### src/bsfd_pkg.sv
package bsfd_pkg;

   // configuration port geometry
   localparam int CSR_INDEX_W = 3;
   localparam int CSR_DATA_W  = 16;

   // register indexes
   localparam logic [CSR_INDEX_W-1:0] CSR_HEAD_FIRST  = 3'd0;
   localparam logic [CSR_INDEX_W-1:0] CSR_HEAD_SECOND = 3'd1;
   localparam logic [CSR_INDEX_W-1:0] CSR_HEAD_THIRD  = 3'd2;
   localparam logic [CSR_INDEX_W-1:0] CSR_HEAD_FOURTH = 3'd3;
   localparam logic [CSR_INDEX_W-1:0] CSR_TAIL_MARKER = 3'd4;
   localparam logic [CSR_INDEX_W-1:0] CSR_MAX_LENGTH  = 3'd5;

   localparam logic [15:0] MAX_LENGTH_RESET = 16'd1024;

   typedef enum logic [1:0] {
      KIND_BODY     = 2'd0,
      KIND_GOOD     = 2'd1,
      KIND_BAD_TAIL = 2'd2,
      KIND_REJECT   = 2'd3
   } kind_type;

   typedef struct packed {
      logic [7:0]  head_first;
      logic [7:0]  head_second;
      logic [7:0]  head_third;
      logic [7:0]  head_fourth;
      logic [7:0]  tail_marker;
      logic [15:0] max_length;
   } cfg_type;

   typedef struct packed {
      kind_type    kind;
      logic [7:0]  out_byte;
      logic [15:0] frame_len;
   } rsp_type;

endpackage

### src/bsfd_csr.sv
module bsfd_csr (
   input  logic                             clock,
   input  logic                             reset,
   input  logic                             wr_en,
   input  logic [bsfd_pkg::CSR_INDEX_W-1:0] index,
   input  logic [bsfd_pkg::CSR_DATA_W-1:0]  wr_data,
   output bsfd_pkg::cfg_type                cfg
);

   bsfd_pkg::cfg_type cfg_ff;
   bsfd_pkg::cfg_type cfg_in;

   always_comb begin
      cfg_in = cfg_ff;
      if (wr_en) begin
         case (index)
            bsfd_pkg::CSR_HEAD_FIRST:  cfg_in.head_first  = wr_data[7:0];
            bsfd_pkg::CSR_HEAD_SECOND: cfg_in.head_second = wr_data[7:0];
            bsfd_pkg::CSR_HEAD_THIRD:  cfg_in.head_third  = wr_data[7:0];
            bsfd_pkg::CSR_HEAD_FOURTH: cfg_in.head_fourth = wr_data[7:0];
            bsfd_pkg::CSR_TAIL_MARKER: cfg_in.tail_marker = wr_data[7:0];
            bsfd_pkg::CSR_MAX_LENGTH:  cfg_in.max_length  = wr_data[15:0];
            default: cfg_in = cfg_ff;
         endcase
      end
   end

   always_ff @(posedge clock) begin
      if (reset) begin
         cfg_ff.head_first  <= 8'h00;
         cfg_ff.head_second <= 8'h00;
         cfg_ff.head_third  <= 8'h00;
         cfg_ff.head_fourth <= 8'h00;
         cfg_ff.tail_marker <= 8'h00;
         cfg_ff.max_length  <= bsfd_pkg::MAX_LENGTH_RESET;
      end else begin
         cfg_ff <= cfg_in;
      end
   end

   assign cfg = cfg_ff;

endmodule

### src/bsfd_parser.sv
module bsfd_parser (
   input  logic               clock,
   input  logic               reset,
   input  logic               in_valid,
   input  logic [7:0]         in_byte,
   input  bsfd_pkg::cfg_type  cfg,
   output logic               res_valid,
   output bsfd_pkg::rsp_type  res
);

   typedef enum logic [2:0] {
      PH_HUNT = 3'b001,
      PH_LEN  = 3'b010,
      PH_BODY = 3'b100
   } phase_type;

   phase_type   phase_ff, phase_in;
   logic [23:0] seen_ff, seen_in;
   logic [15:0] count_ff, count_in;
   logic [15:0] length_ff, length_in;

   logic [15:0] count_inc;
   logic [15:0] len_full;
   logic        head_match;

   assign count_inc  = count_ff + 16'd1;
   assign len_full   = {in_byte, length_ff[7:0]};
   assign head_match = (seen_ff[23:16] == cfg.head_first) &&
                       (seen_ff[15:8]  == cfg.head_second) &&
                       (seen_ff[7:0]   == cfg.head_third) &&
                       (in_byte        == cfg.head_fourth);

   always_comb begin
      phase_in  = phase_ff;
      seen_in   = seen_ff;
      count_in  = count_ff;
      length_in = length_ff;
      res_valid = 1'b0;
      res.kind      = bsfd_pkg::KIND_BODY;
      res.out_byte  = in_byte;
      res.frame_len = length_ff;
      if (in_valid) begin
         case (phase_ff)
            PH_LEN: begin
               if (count_ff == 16'd0) begin
                  length_in = {8'h00, in_byte};
                  count_in  = 16'd1;
               end else begin
                  length_in = len_full;
                  count_in  = 16'd0;
                  if ((len_full == 16'd0) || (len_full > cfg.max_length)) begin
                     // bad length: report and go back to hunting
                     phase_in      = PH_HUNT;
                     seen_in       = 24'h000000;
                     res_valid     = 1'b1;
                     res.kind      = bsfd_pkg::KIND_REJECT;
                     res.out_byte  = 8'h00;
                     res.frame_len = len_full;
                  end else begin
                     phase_in = PH_BODY;
                  end
               end
            end
            PH_BODY: begin
               res_valid = 1'b1;
               if (count_inc < length_ff) begin
                  count_in = count_inc;
               end else begin
                  // last byte closes the frame
                  phase_in = PH_HUNT;
                  seen_in  = 24'h000000;
                  count_in = 16'd0;
                  res.kind = (in_byte == cfg.tail_marker) ? bsfd_pkg::KIND_GOOD
                                                          : bsfd_pkg::KIND_BAD_TAIL;
               end
            end
            default: begin
               // header hunt, whole groups of four
               phase_in = PH_HUNT;
               if (count_ff < 16'd3) begin
                  seen_in  = {seen_ff[15:0], in_byte};
                  count_in = count_inc;
               end else begin
                  seen_in  = 24'h000000;
                  count_in = 16'd0;
                  if (head_match) begin
                     phase_in  = PH_LEN;
                     length_in = 16'd0;
                  end
               end
            end
         endcase
      end
   end

   always_ff @(posedge clock) begin
      if (reset) begin
         phase_ff  <= PH_HUNT;
         seen_ff   <= 24'h000000;
         count_ff  <= 16'd0;
         length_ff <= 16'd0;
      end else begin
         phase_ff  <= phase_in;
         seen_ff   <= seen_in;
         count_ff  <= count_in;
         length_ff <= length_in;
      end
   end

   a_hunt_count: assert property (@(posedge clock) disable iff (reset)
      (phase_ff == PH_HUNT) |-> (count_ff <= 16'd3))
      else $error("hunt group counter past four bytes");

   a_body_count: assert property (@(posedge clock) disable iff (reset)
      (phase_ff == PH_BODY) |-> (count_ff < length_ff))
      else $error("body counter reached frame length");

endmodule

### src/bsfd_out_buf.sv
module bsfd_out_buf (
   input  logic              clock,
   input  logic              reset,
   input  logic              push,
   input  bsfd_pkg::rsp_type push_data,
   output logic              space,
   output logic              out_valid,
   input  logic              out_ready,
   output bsfd_pkg::rsp_type out_data
);

   logic              main_valid_ff, main_valid_in;
   logic              skid_valid_ff, skid_valid_in;
   bsfd_pkg::rsp_type main_ff, main_in;
   bsfd_pkg::rsp_type skid_ff, skid_in;
   logic              pop;

   assign pop = main_valid_ff && out_ready;

   always_comb begin
      main_valid_in = main_valid_ff;
      skid_valid_in = skid_valid_ff;
      main_in       = main_ff;
      skid_in       = skid_ff;
      if (skid_valid_ff) begin
         if (pop) begin
            main_in       = skid_ff;
            skid_valid_in = 1'b0;
         end
      end else if (push) begin
         if (!main_valid_ff || pop) begin
            main_in       = push_data;
            main_valid_in = 1'b1;
         end else begin
            skid_in       = push_data;
            skid_valid_in = 1'b1;
         end
      end else if (pop) begin
         main_valid_in = 1'b0;
      end
   end

   always_ff @(posedge clock) begin
      if (reset) begin
         main_valid_ff <= 1'b0;
         skid_valid_ff <= 1'b0;
      end else begin
         main_valid_ff <= main_valid_in;
         skid_valid_ff <= skid_valid_in;
      end
      main_ff <= main_in;
      skid_ff <= skid_in;
   end

   assign space     = !skid_valid_ff;
   assign out_valid = main_valid_ff;
   assign out_data  = main_ff;

   a_skid_behind_main: assert property (@(posedge clock) disable iff (reset)
      skid_valid_ff |-> main_valid_ff)
      else $error("skid entry held with empty output register");

   a_no_push_when_full: assert property (@(posedge clock) disable iff (reset)
      push |-> !skid_valid_ff)
      else $error("result pushed while skid entry occupied");

   a_skid_moves_up: assert property (@(posedge clock) disable iff (reset)
      (skid_valid_ff && pop) |=> (main_valid_ff && (main_ff == $past(skid_ff))))
      else $error("skid entry lost on output transfer");

endmodule

### src/byte_stream_frame_deframer.sv
// Byte stream frame deframer.
//
// req_ channel: one received byte per transfer (req_rx_byte). The block looks for
// a four-byte header in aligned groups of four, then a little-endian 16-bit
// length, then passes the body through. rsp_ channel: one result per body byte,
// a frame end (good / bad tail) on the last body byte, or a length reject.
// Header bytes and accepted length bytes give no result.
// csr_ port: plain write port, no read-back; write only while idle.
//
// Throughput: one byte per cycle, sustained while req_ready is high. The parse is
// a single combinational pass from the accepted byte and the state registers
// into the result register, or into the skid entry while the receiver stalls.
// A two-entry output buffer (result register plus skid) decouples the sides:
// req_ready is low only while both entries are full, i.e. after a new result
// came in while the receiver stalled with a result waiting.
// Reset (synchronous, active high) returns the parser to the header hunt,
// empties the output buffer and loads the register defaults (headers and tail
// zero, max length 1024).
module byte_stream_frame_deframer (
   input  logic                             clock,
   input  logic                             reset,
   // input bytes
   input  logic                             req_valid,
   output logic                             req_ready,
   input  logic [7:0]                       req_rx_byte,
   // results
   output logic                             rsp_valid,
   input  logic                             rsp_ready,
   output logic [1:0]                       rsp_kind,
   output logic [7:0]                       rsp_out_byte,
   output logic [15:0]                      rsp_frame_len,
   // configuration
   input  logic                             csr_wr_en,
   input  logic [bsfd_pkg::CSR_INDEX_W-1:0] csr_index,
   input  logic [bsfd_pkg::CSR_DATA_W-1:0]  csr_wr_data
);

   bsfd_pkg::cfg_type cfg;
   bsfd_pkg::rsp_type res;
   bsfd_pkg::rsp_type rsp_data;
   logic              res_valid;
   logic              space;
   logic              req_xfer;

   // a byte is taken whenever the skid entry is free
   assign req_ready = space;
   assign req_xfer  = req_valid && space;

   bsfd_csr u_csr (
      .clock   (clock),
      .reset   (reset),
      .wr_en   (csr_wr_en),
      .index   (csr_index),
      .wr_data (csr_wr_data),
      .cfg     (cfg)
   );

   // hunt / length / body state machine, updated on each input transfer
   bsfd_parser u_parser (
      .clock     (clock),
      .reset     (reset),
      .in_valid  (req_xfer),
      .in_byte   (req_rx_byte),
      .cfg       (cfg),
      .res_valid (res_valid),
      .res       (res)
   );

   // result register and skid entry
   bsfd_out_buf u_out_buf (
      .clock     (clock),
      .reset     (reset),
      .push      (res_valid),
      .push_data (res),
      .space     (space),
      .out_valid (rsp_valid),
      .out_ready (rsp_ready),
      .out_data  (rsp_data)
   );

   assign rsp_kind      = rsp_data.kind;
   assign rsp_out_byte  = rsp_data.out_byte;
   assign rsp_frame_len = rsp_data.frame_len;

endmodule
### config.mk
export PLATFORM = sky130hd
export DESIGN_NAME = byte_stream_frame_deframer
export DESIGN_NICKNAME = d
export VERILOG_FILES = /design/src/bsfd_pkg.sv /design/src/bsfd_csr.sv /design/src/bsfd_parser.sv /design/src/bsfd_out_buf.sv /design/src/byte_stream_frame_deframer.sv
export SDC_FILE = /design/constraint.sdc
export NUM_CORES = 1
export LEC_CHECK = 0
export ABC_AREA = 1
export BUFFER_PORTS_ARGS = -buffer_cell sky130_fd_sc_hd__buf_2
export CORE_UTILIZATION = 40
export CTS_CLUSTER_DIAMETER = 200
export DETAILED_ROUTE_END_ITERATION = 8
export GPL_ROUTABILITY_DRIVEN = 0
export GPL_TIMING_DRIVEN = 0
export SLEW_MARGIN = 20
export SYNTH_ARGS = -nofsm -noshare
export SYNTH_HDL_FRONTEND = slang
export SYNTH_SLANG_ARGS = --single-unit
### constraint.sdc
create_clock -name clock -period 4.25 [get_ports clock]
set_clock_uncertainty 0.05 [all_clocks]
set_input_delay 0.85 -clock clock [delete_from_list [all_inputs] [get_ports clock]]
set_output_delay 0.85 -clock clock [all_outputs]
set_load 0.02 [all_outputs]
Yosys cells after proc, flatten, opt, wreduce, memory -nomap -nowiden

Index checks and enable logic that the tools add are counted.
W data, S select, Z words.

Flip-flop bits (word level): 169
Input bits: 32
Output and inout port bits: 28

$add $sub $neg: 1
Order comparisons: 3
Eq/ne operators: 19
Mux-type cells: 41
Bitwise logic cells: 3
Reduce and logical (&&, ||, !) cells: 29

Operators with widths:

| kind                    | count |
|---|---|
| $mux W26                | 7 |
| $mux W24                | 5 |
| $mux W16                | 5 |
| $pmux W16 S2            | 2 |
| $pmux W24 S2            | 1 |
| $eq A8 B8 Y1            | 5 |
| $logic_not A16 Y1       | 2 |
| $add A16 B1 Y16 const B | 1 |
| $gt A16 B16 Y1          | 1 |
| $lt A16 B16 Y1          | 1 |
| $lt A16 B2 Y1 const B   | 1 |
| $mux W3                 | 4 |
| $reduce_and A2 Y1       | 6 |
| $reduce_and A3 Y1       | 4 |
| $mux W1                 | 11 |
| $eq A3 B2 Y1 const B    | 3 |
| $eq A3 B3 Y1 const B    | 3 |
| $ne A2 B2 Y1 const B    | 4 |
| $reduce_and A4 Y1       | 2 |
| $reduce_bool A2 Y1      | 4 |
| $mux W2                 | 3 |
| $ne A2 B1 Y1 const B    | 3 |
| $pmux W3 S2             | 1 |
| $logic_and A1 B1 Y1     | 5 |
| other kinds (8)         | 12 |

Logic depth before layout (Yosys ltp)

Gate-level depths: netlist of run 1.

Depth in word-level cells: 9
Gate-level depth with buffers: 20
Depth with buffers taken out: 20

Modules after synthesis

A second synthesis of run 1 with hierarchy kept.

Cells, all modules: 1,244
Area, all modules: 9,220.1 um^2

Modules (own cells, without submodules):

| module                     | instances | cells an instance | area an instance (um^2) | sequential area each (um^2) |
|---|---|---|---|---|
| bsfd_parser                | 1         | 753               | 4,938.5                 | 1,181.1 |
| bsfd_csr                   | 1         | 332               | 2,252.2                 | 1,121.1 |
| bsfd_out_buf               | 1         | 157               | 2,021.9                 | 1,601.5 |
| byte_stream_frame_deframer | 1         | 2                 | 7.5                     | 0.0 |

Least setup slack after synthesis of run 1

No wires, ideal clock.

Path type: in2reg
Start point: in req_rx_byte[7]
End point: reg u_out_buf.main_ff (netlist bit u_out_buf.out_data[0]), enable pin
Arrival time: 3.160 ns
Setup slack: 0.631 ns
Stages: 11
Path buffers: 0
Cells stage by stage: ha_1 > nand2_1 > nor3_1 > nand2_1 > nand2_1 > nand2_1 > nand2_2 > nand3_4 > nand2_1 > a21oi_1 > nor2_1

Cells in the longest elaborated chain, start to end: 8
Elaborated cells on any way between the ends: 9
Classes of those cells: 1 x order compare; 4 x mux; 4 x reduce/logical

Ends and longest elaborated chain:

| item                                                       | RTL line                         | RTL |
|---|---|---|
| start: declaration                                         | byte_stream_frame_deframer.sv:25 | `input logic [7:0] req_rx_byte,` |
| $gt A16 B16 Y1 / $logic_not A16 Y1 (equally long branches) | bsfd_parser.sv:51                | `if ((len_full == 16'd0) \|\| (len_full > cfg.max_length)) begin` |
| $logic_or A1 B1 Y1 *                                       | bsfd_parser.sv:51                |  |
| $mux W1 *                                                  | bsfd_parser.sv:51                |  |
| $mux W1 *                                                  | bsfd_parser.sv:45                | `if (count_ff == 16'd0) begin` |
| $pmux W1 S2 *                                              | bsfd_parser.sv:43                | `case (phase_ff)` |
| $mux W1 *                                                  | bsfd_parser.sv:42                | `if (in_valid) begin` |
| $reduce_bool A2 Y1 (no source line) *                      | --                               |  |
| $reduce_and A3 Y1 (no source line) *                       | --                               |  |
| end signal: assignment                                     | bsfd_out_buf.sv:51               | `main_ff <= main_in;` |
| end: declaration                                           | bsfd_out_buf.sv:14               | `bsfd_pkg::rsp_type main_ff, main_in;` |

Mark *: on every way between the ends. The rest lies on a longest branch, timed or not.
A chain may end at the register's enable or synchronous reset.

Final worst setup path of run 1

Start point: reg u_parser.count_ff[0]
End point: reg u_parser.seen_ff[12]

Cells in the longest elaborated chain, start to end: 4
Elaborated cells on any way between the ends: 9
Classes of those cells: 1 x add/sub; 2 x order compare; 2 x eq/ne; 2 x mux; 2 x reduce/logical

Ends and longest elaborated chain:

| item                               | RTL line           | RTL |
|---|---|---|
| start: declaration                 | bsfd_parser.sv:19  | `logic [15:0] count_ff, count_in;` |
| start signal: assignment           | bsfd_parser.sv:105 | `count_ff <= count_in;` |
| $add A16 B1 Y16                    | bsfd_parser.sv:26  | `assign count_inc = count_ff + 16'd1;` |
| $lt A16 B16 Y1                     | bsfd_parser.sv:66  | `if (count_inc < length_ff) begin` |
| $ne A2 B2 Y1 (no source line)      | --                 |  |
| $reduce_and A4 Y1 (no source line) | --                 |  |
| end signal: assignment             | bsfd_parser.sv:104 | `seen_ff <= seen_in;` |
| end: declaration                   | bsfd_parser.sv:18  | `logic [23:0] seen_ff, seen_in;` |

Parallel ways exist; a longest one is shown, timed or not.

==> results.yml, run 1 <==
grt:
  grt_pass1_vias: 6668
  grt_use_met2_pct: 34.88
  grt_use_met3_pct: 3.221
  grt_overflow_total: 0
  grt_start_max_net_pins: 27
  grt_use_met1_pct: 28.47
  antenna_found_initial: 0
  grt_pass1_wl_mm: 35.48
  grt_busiest_layer: "met2"
  track_usage_pct: 21.02
cts:
  cts_buffer_depth: 2
  tritoncts: "done"
  postCtsHoldBufs: 0
  cts.root.buffer_cell: "clkbuf_16"
  numCtsBuffers: 17
  cts.clk_slew.worst_paths_ns: 0.06
  cts-htree-levels: 4
  post_cts_resized: 0
  post_cts_buffers: 0
  clk_latency_ns: 0.43
  clock-sinks: 169
worst_setup_path:
  critPathBufInv: 3
  critPathRequiredTime_ns: 4.52
  critPathCaptureType: "flop"
  crit_path_max_incr_delay_ns: 0.44
  cp_data_arrival_time_ns: 3.71
  crit_type: "reg2reg"
  slowest_stage: "dfxtp_1"
  cp_top_family: "simple AND/OR/NAND/NOR gates"
  cp_max_fo: 10
  crit_chain: "ha_1 -> nand2_1 -> nor2_1 -> nand2_1 -> nor3_1 -> nand3_1 -> xor2_1 -> inv_1 -> ha_1 -> nand2_1 -> or2_1 -> a21oi_1 -> nor2_1 -> nand3_1 -> nand2_4 -> inv_4 -> nand2_8 -> buf_6 -> nand3_1 -> o21ai_2"
  critPathLaunchType: "flop"
sta:
  fin_crit_sh_pct: 80.82
  tightest_slew_ns: 0.9701
  relSlewSlack_pct: 35.26
  setup_violations: 0
  hold_violations: 0
  rsz0062_at_grt: "no"
  fin_crit_ns: 3.435
  slew_viol_final: 0
  finalSetupTns_ns: 0
  fmax_mhz: 291.1
  fin_hold_ws_ns: 0.4085
  fin_ws_ns: 0.8151
synth:
  ys_types: 43
  netlist_instances: 1078
  ys_async_sr_fraction_pct: 0
  synth_seq_cells: 169
  ys.flop_type: "dfxtp_1"
  synth_area_leader_cell: "dfxtp_1"
  synth_warnings: 0
  syn_area_um2: 8610
  synth_area_per_cell_um2: 7.987
  seq_area_frac_synth_pct: 45.34
  ys_top_cells_by_area: "dfxtp_1 27%, edfxtp_1 18%, nand2_1 7.7%"
  synth_top_area_share_pct: 27.21
  synth_edf_count: 52
  synth_nets: 1143
cells_and_area:
  drive_gt1_share_pct: 14.04
  antennaDiodeCount: 0
  fin_cells: 1443
  layout_common_cells: "177 x nand2_1, 129 x inv_1, 126 x nor2_1, 117 x dfxtp_1, 84 x nand3_1"
  n_fill_cell: 2158
  area_growth_pct: 14.00
  layout_commonest_cell: "nand2_1"
  num-nets-final: 1220
  postLayoutCellArea_um2: 9814
placement:
  post-place-ws_ns: 0.5695
  numPortBuffers: 58
  dpl.hpwl_mm: 16.04
  place_area_um2: 9251
  dp_cells: 1411
power_and_ir_drop:
  p_seq_share_pct: 48.5
  worst_ir_drop_vdd_mv: 0.2755
  power_switching_uw: 879.7
  p_int_uw: 2654
  combPwrFrac_pct: 9.0
  p_sw_share_pct: 24.89
  powerDensity_nw_per_um2: 360.1
  p_leak_uw: 0.004247
  clockPowerShare_pct: 42.5
route:
  vias_per_cell: 4.965
  first_pass_iters: 5
  dr.first_iter.drc_count: 517
  drc_errors: 0
  totalWireLength_mm: 21.82
  ant_nets: 0
  num_vias: 7165
  wire_per_inst_um: 15.12
floorplan:
  std_cell_rows: 53
  core_um2: 21090
  fp.dieH_um: 148.7
  dieArea_um2: 22110
  die_w_um: 148.7
  io_pins: 60
  start_util_pct: 40.83
status:
  outcome: "finished, final reports clean"
worst_hold_path:
  min_path_type: "reg2reg"
job:
  drv_cap: 0
cell type report:
class,count,area (um2),share of cell area [%]
buffer,51,276.5,2.817
clock buffer,20,436.7,4.449
clock inverter,12,126.4,1.288
inverter,136,513.0,5.227
multi-input combinational,722,3924,39.98
sequential,169,3904,39.78
tap,275,344.1,3.506
timing repair buffer,58,290.3,2.958
through the flow:
stage,utilization [%],power (uW)
floorplan,-,1959
global placement,43.84,2061
detailed placement,43.87,2066
CTS,46.54,3555
global route,46.54,3663
finish,46.54,3534
routing by layer:
layer,wire length (um),vias up
met1,10320,3313
met3,936,18
li1,-,3682
met5,0,-
met2,10360,152
met4,204,0
kinds of logic after synthesis:
group           count (synthesis)  share of synthesized area (%)
buf+inv                       187                          9.170
simple gates                  472                          25.26
fa+ha+maj                      33                          4.796
compound gates                174                          11.06
flops                         169                          45.34
xor+xnor                       43                          4.374
power groups by stage:
stage | registers, uW | logic (uW) | clock network [uW]
global route | 1720 | 354 | 1590
CTS | 1710 | 318 | 1520
floorplan | 1740 | 214 | 0
detailed placement | 1750 | 316 | 0
finish | 1710 | 317 | 1500
global placement | 1750 | 312 | 0
synthesized netlist by cell type (all sizes together), types with 4 or more instances:
cell type / number
xnor2: 6
a21oi: 75
nor2: 131
and2: 8
ha: 33
o21ai: 94
nand3: 99
inv: 135
nand2: 183
clkbuf: 25
nor3: 17
xor2: 37
or2: 4
nand4: 22
dfxtp: 117
nor4: 7
edfxtp: 52
buf: 26
registers in the layout (all words and copies together), names as in the netlist:
| signal | count |
|---|---|
| u_csr.cfg | 56 |
| u_out_buf.skid_valid_ff | 1 |
| u_parser.length_ff | 16 |
| u_parser.phase_ff | 3 |
| u_parser.count_ff | 16 |
| u_out_buf.out_valid | 1 |
| u_parser.seen_ff | 24 |
| u_out_buf.skid_ff | 26 |
| u_out_buf.out_data | 26 |
worst paths after layout:
check	from	to	slack, ns	cells after the start
worst max-delay path	u_parser.count_ff[0]	u_parser.seen_ff[12]	0.82	20
worst min-delay path	u_csr.cfg[29]	u_csr.cfg[29]	0.41	2
worst max register to register	u_parser.count_ff[0]	u_parser.seen_ff[12]	0.82	20
worst min register to register	u_csr.cfg[29]	u_csr.cfg[29]	0.41	2
worst register-to-register path, cell delays in order, from the launching register on:
cell     delay (ns)
dfxtp_1        0.44
ha_1           0.26
nand2_1        0.10
nor2_1         0.15
nand2_1        0.11
nor3_1         0.31
nand3_1        0.14
xor2_1         0.15
inv_1          0.10
ha_1           0.28
nand2_1        0.06
or2_1          0.23
a21oi_1        0.13
nor2_1         0.07
nand3_1        0.20
nand2_4        0.11
inv_4          0.09
nand2_8        0.07
buf_6          0.16
nand3_1        0.08
o21ai_2        0.06
No activity file was read; power rests on OpenSTA's default activity.
==> inputs of run 2 (changes only) <==
==> constraint.sdc (replaced) <==
create_clock -name clock -period 3.25 [get_ports clock]
set_clock_uncertainty 0.05 [all_clocks]
set_input_delay 0.65 -clock clock [delete_from_list [all_inputs] [get_ports clock]]
set_output_delay 0.65 -clock clock [all_outputs]
set_load 0.02 [all_outputs]
==> run 2 against run 1 <==
Effect of this change: setup slack got worse by 0.57 ns; final area increased by 0.88%; power increased by 33%; sequential cell count unchanged; die area unchanged; first-iteration DRC count decreased by 15%; critical path depth unchanged; non-clock buffer count increased by 1.
==> results.yml, run 2 (synthesis results as in run 1) <==
route:
  totalWireLength_mm: 21.79
  dr.first_iter.drc_count: 438
  top_layer_used: "met4"
  wire_per_inst_um: 15.09
  wirelength_met1_mm: 10.29
  vias_per_cell: 4.939
  ant_nets: 0
  first_pass_iters: 6
  drc_errors: 0
  dr_wl_met3_um: 987
  num_vias: 7132
  route.met2.wl_mm: 10.11
power_and_ir_drop:
  p_seq_share_pct: 47.6
  powerDensity_nw_per_um2: 475.8
  clockPowerShare_pct: 43.6
  p_sw_share_pct: 25.82
  finalPower_uw: 4710
  power_switching_uw: 1216
  combPwrFrac_pct: 8.8
  p_int_uw: 3494
  worst_ir_drop_vdd_mv: 0.3579
  p_leak_uw: 0.004287
sta:
  fin_crit_sh_pct: 92.39
  tightest_slew_ns: 0.7141
  finalSetupTns_ns: 0
  relSlewSlack_pct: 52.28
  slew_viol_final: 0
  rsz0062_at_grt: "no"
  hold_violations: 0
  fin_hold_ws_ns: 0.4028
  fmax_mhz: 333.0
  fin_crit_ns: 3.003
  setup_violations: 0
placement:
  dp_cells: 1411
  numPortBuffers: 58
  dpl.hpwl_mm: 16.14
worst_hold_path:
  min_path_type: "in2reg"
  min_path_cells: 3
worst_setup_path:
  critPathBufInv: 3
  r2r_cells: 20
  crit_type: "reg2reg"
  slowest_stage: "dfxtp_1"
  crit_chain: "ha_4 -> nand2_1 -> nor2_2 -> nand2_2 -> nor3_4 -> nand3_1 -> xor2_1 -> inv_1 -> ha_1 -> nand2_1 -> or2_1 -> a21oi_1 -> nor2_1 -> nand3_2 -> nand2_4 -> inv_4 -> nand2_8 -> buf_6 -> nand3_1 -> o21ai_2"
  cp_top_family: "simple AND/OR/NAND/NOR gates"
  critPathLaunchType: "flop"
  worstSetupPathDepth: 20
  critPathCaptureType: "flop"
  critPathRequiredTime_ns: 3.52
  crit_path_max_incr_delay_ns: 0.39
  cp_max_fo: 10
  cp_data_arrival_time_ns: 3.27
floorplan:
  io_pins: 60
  std_cell_rows: 53
  core_um2: 21090
  dieArea_um2: 22110
  fp.dieH_um: 148.7
  start_util_pct: 40.83
  die_w_um: 148.7
cts:
  cts.root.buffer_cell: "clkbuf_16"
  clk_latency_ns: 0.43
  clock-sinks: 169
  cts.clk_slew.worst_paths_ns: 0.07
  cts-htree-levels: 4
  numCtsBuffers: 17
  cts_buffer_depth: 2
  postCtsHoldBufs: 0
  tritoncts: "done"
cells_and_area:
  seq_area_um2: 3908
  area_growth_pct: 15.00
  layout_common_cells: "176 x nand2_1, 128 x inv_1, 124 x nor2_1, 116 x dfxtp_1, 83 x nand3_1"
  largest_reg_flops: 56
  n_fill_cell: 2139
  antennaDiodeCount: 0
  post-route-util_pct: 46.95
  multi_input_area_um2: 3965
  layout_commonest_cell: "nand2_1"
  fin_cells: 1444
  num-nets-final: 1221
  drive_gt1_share_pct: 15.23
job:
  drv_cap: 0
grt:
  grt_overflow_total: 0
  antenna_found_initial: 0
  grt_pass1_wl_mm: 34.67
  grt_start_max_net_pins: 27
  grt_pass1_vias: 6602
  track_usage_pct: 20.60
status:
  outcome: "finished, final reports clean"
## run 2: final timing paths
check | slack (ns) | startpoint | end
worst min-delay path | 0.40 | csr_wr_data[10] | u_csr.cfg[10]
worst max register to register | 0.25 | u_parser.count_ff[1] | u_parser.seen_ff[12]
worst max-delay path | 0.25 | u_parser.count_ff[1] | u_parser.seen_ff[12]
worst min register to register | 0.41 | u_csr.cfg[30] | u_csr.cfg[30]
## run 2: layout make-up
type	instances	share of cell area, %
multi-input combinational	722	40.05
sequential	169	39.47
inverter	136	5.219
clock buffer	17	4.297
tap	275	3.475
timing repair buffer	59	3.008
buffer	51	2.793
clock inverter	15	1.693
## run 2: timing repair
item                                    4_1_cts  5_1_grt
buffers inserted                              0        1
endpoints found under the setup margin       36       63
pin swaps                                     0        2
gates resized for setup                       2       10
gates cloned                                  0        0
## run 2: layer usage
layer,global-route usage [%],vias to the layer above
met5,0,-
met3,3.865,26
met4,6.031,0
li1,-,3694
met1,27.73,3259
met2,33.46,153
## run 2: through the flow
stage / area (um2) / setup WS, ns
after floorplan: 8612 / 0.2533
after global placement: 9246 / -0.3717
after detailed placement: 9251 / -0.2394
after CTS: 9851 / 0.008898
after global routing: 9901 / 0.01611
final: 9901 / 0.2473
## run 2: power groups by stage
stage	registers, uW	clock network (uW)	logic (uW)
floorplan	2280	0	280
global placement	2290	0	410
detailed placement	2290	0	414
CTS	2240	2080	416
global route	2250	2160	465
finish	2240	2050	416
## run 2: tightest hold or removal path, delay by kind of cell
kind                   cells  cell delay (ns)
AOI/OAI and AO/OA          1             0.06
buffers and inverters      1             0.08
and+or+nand+nor            1             0.05
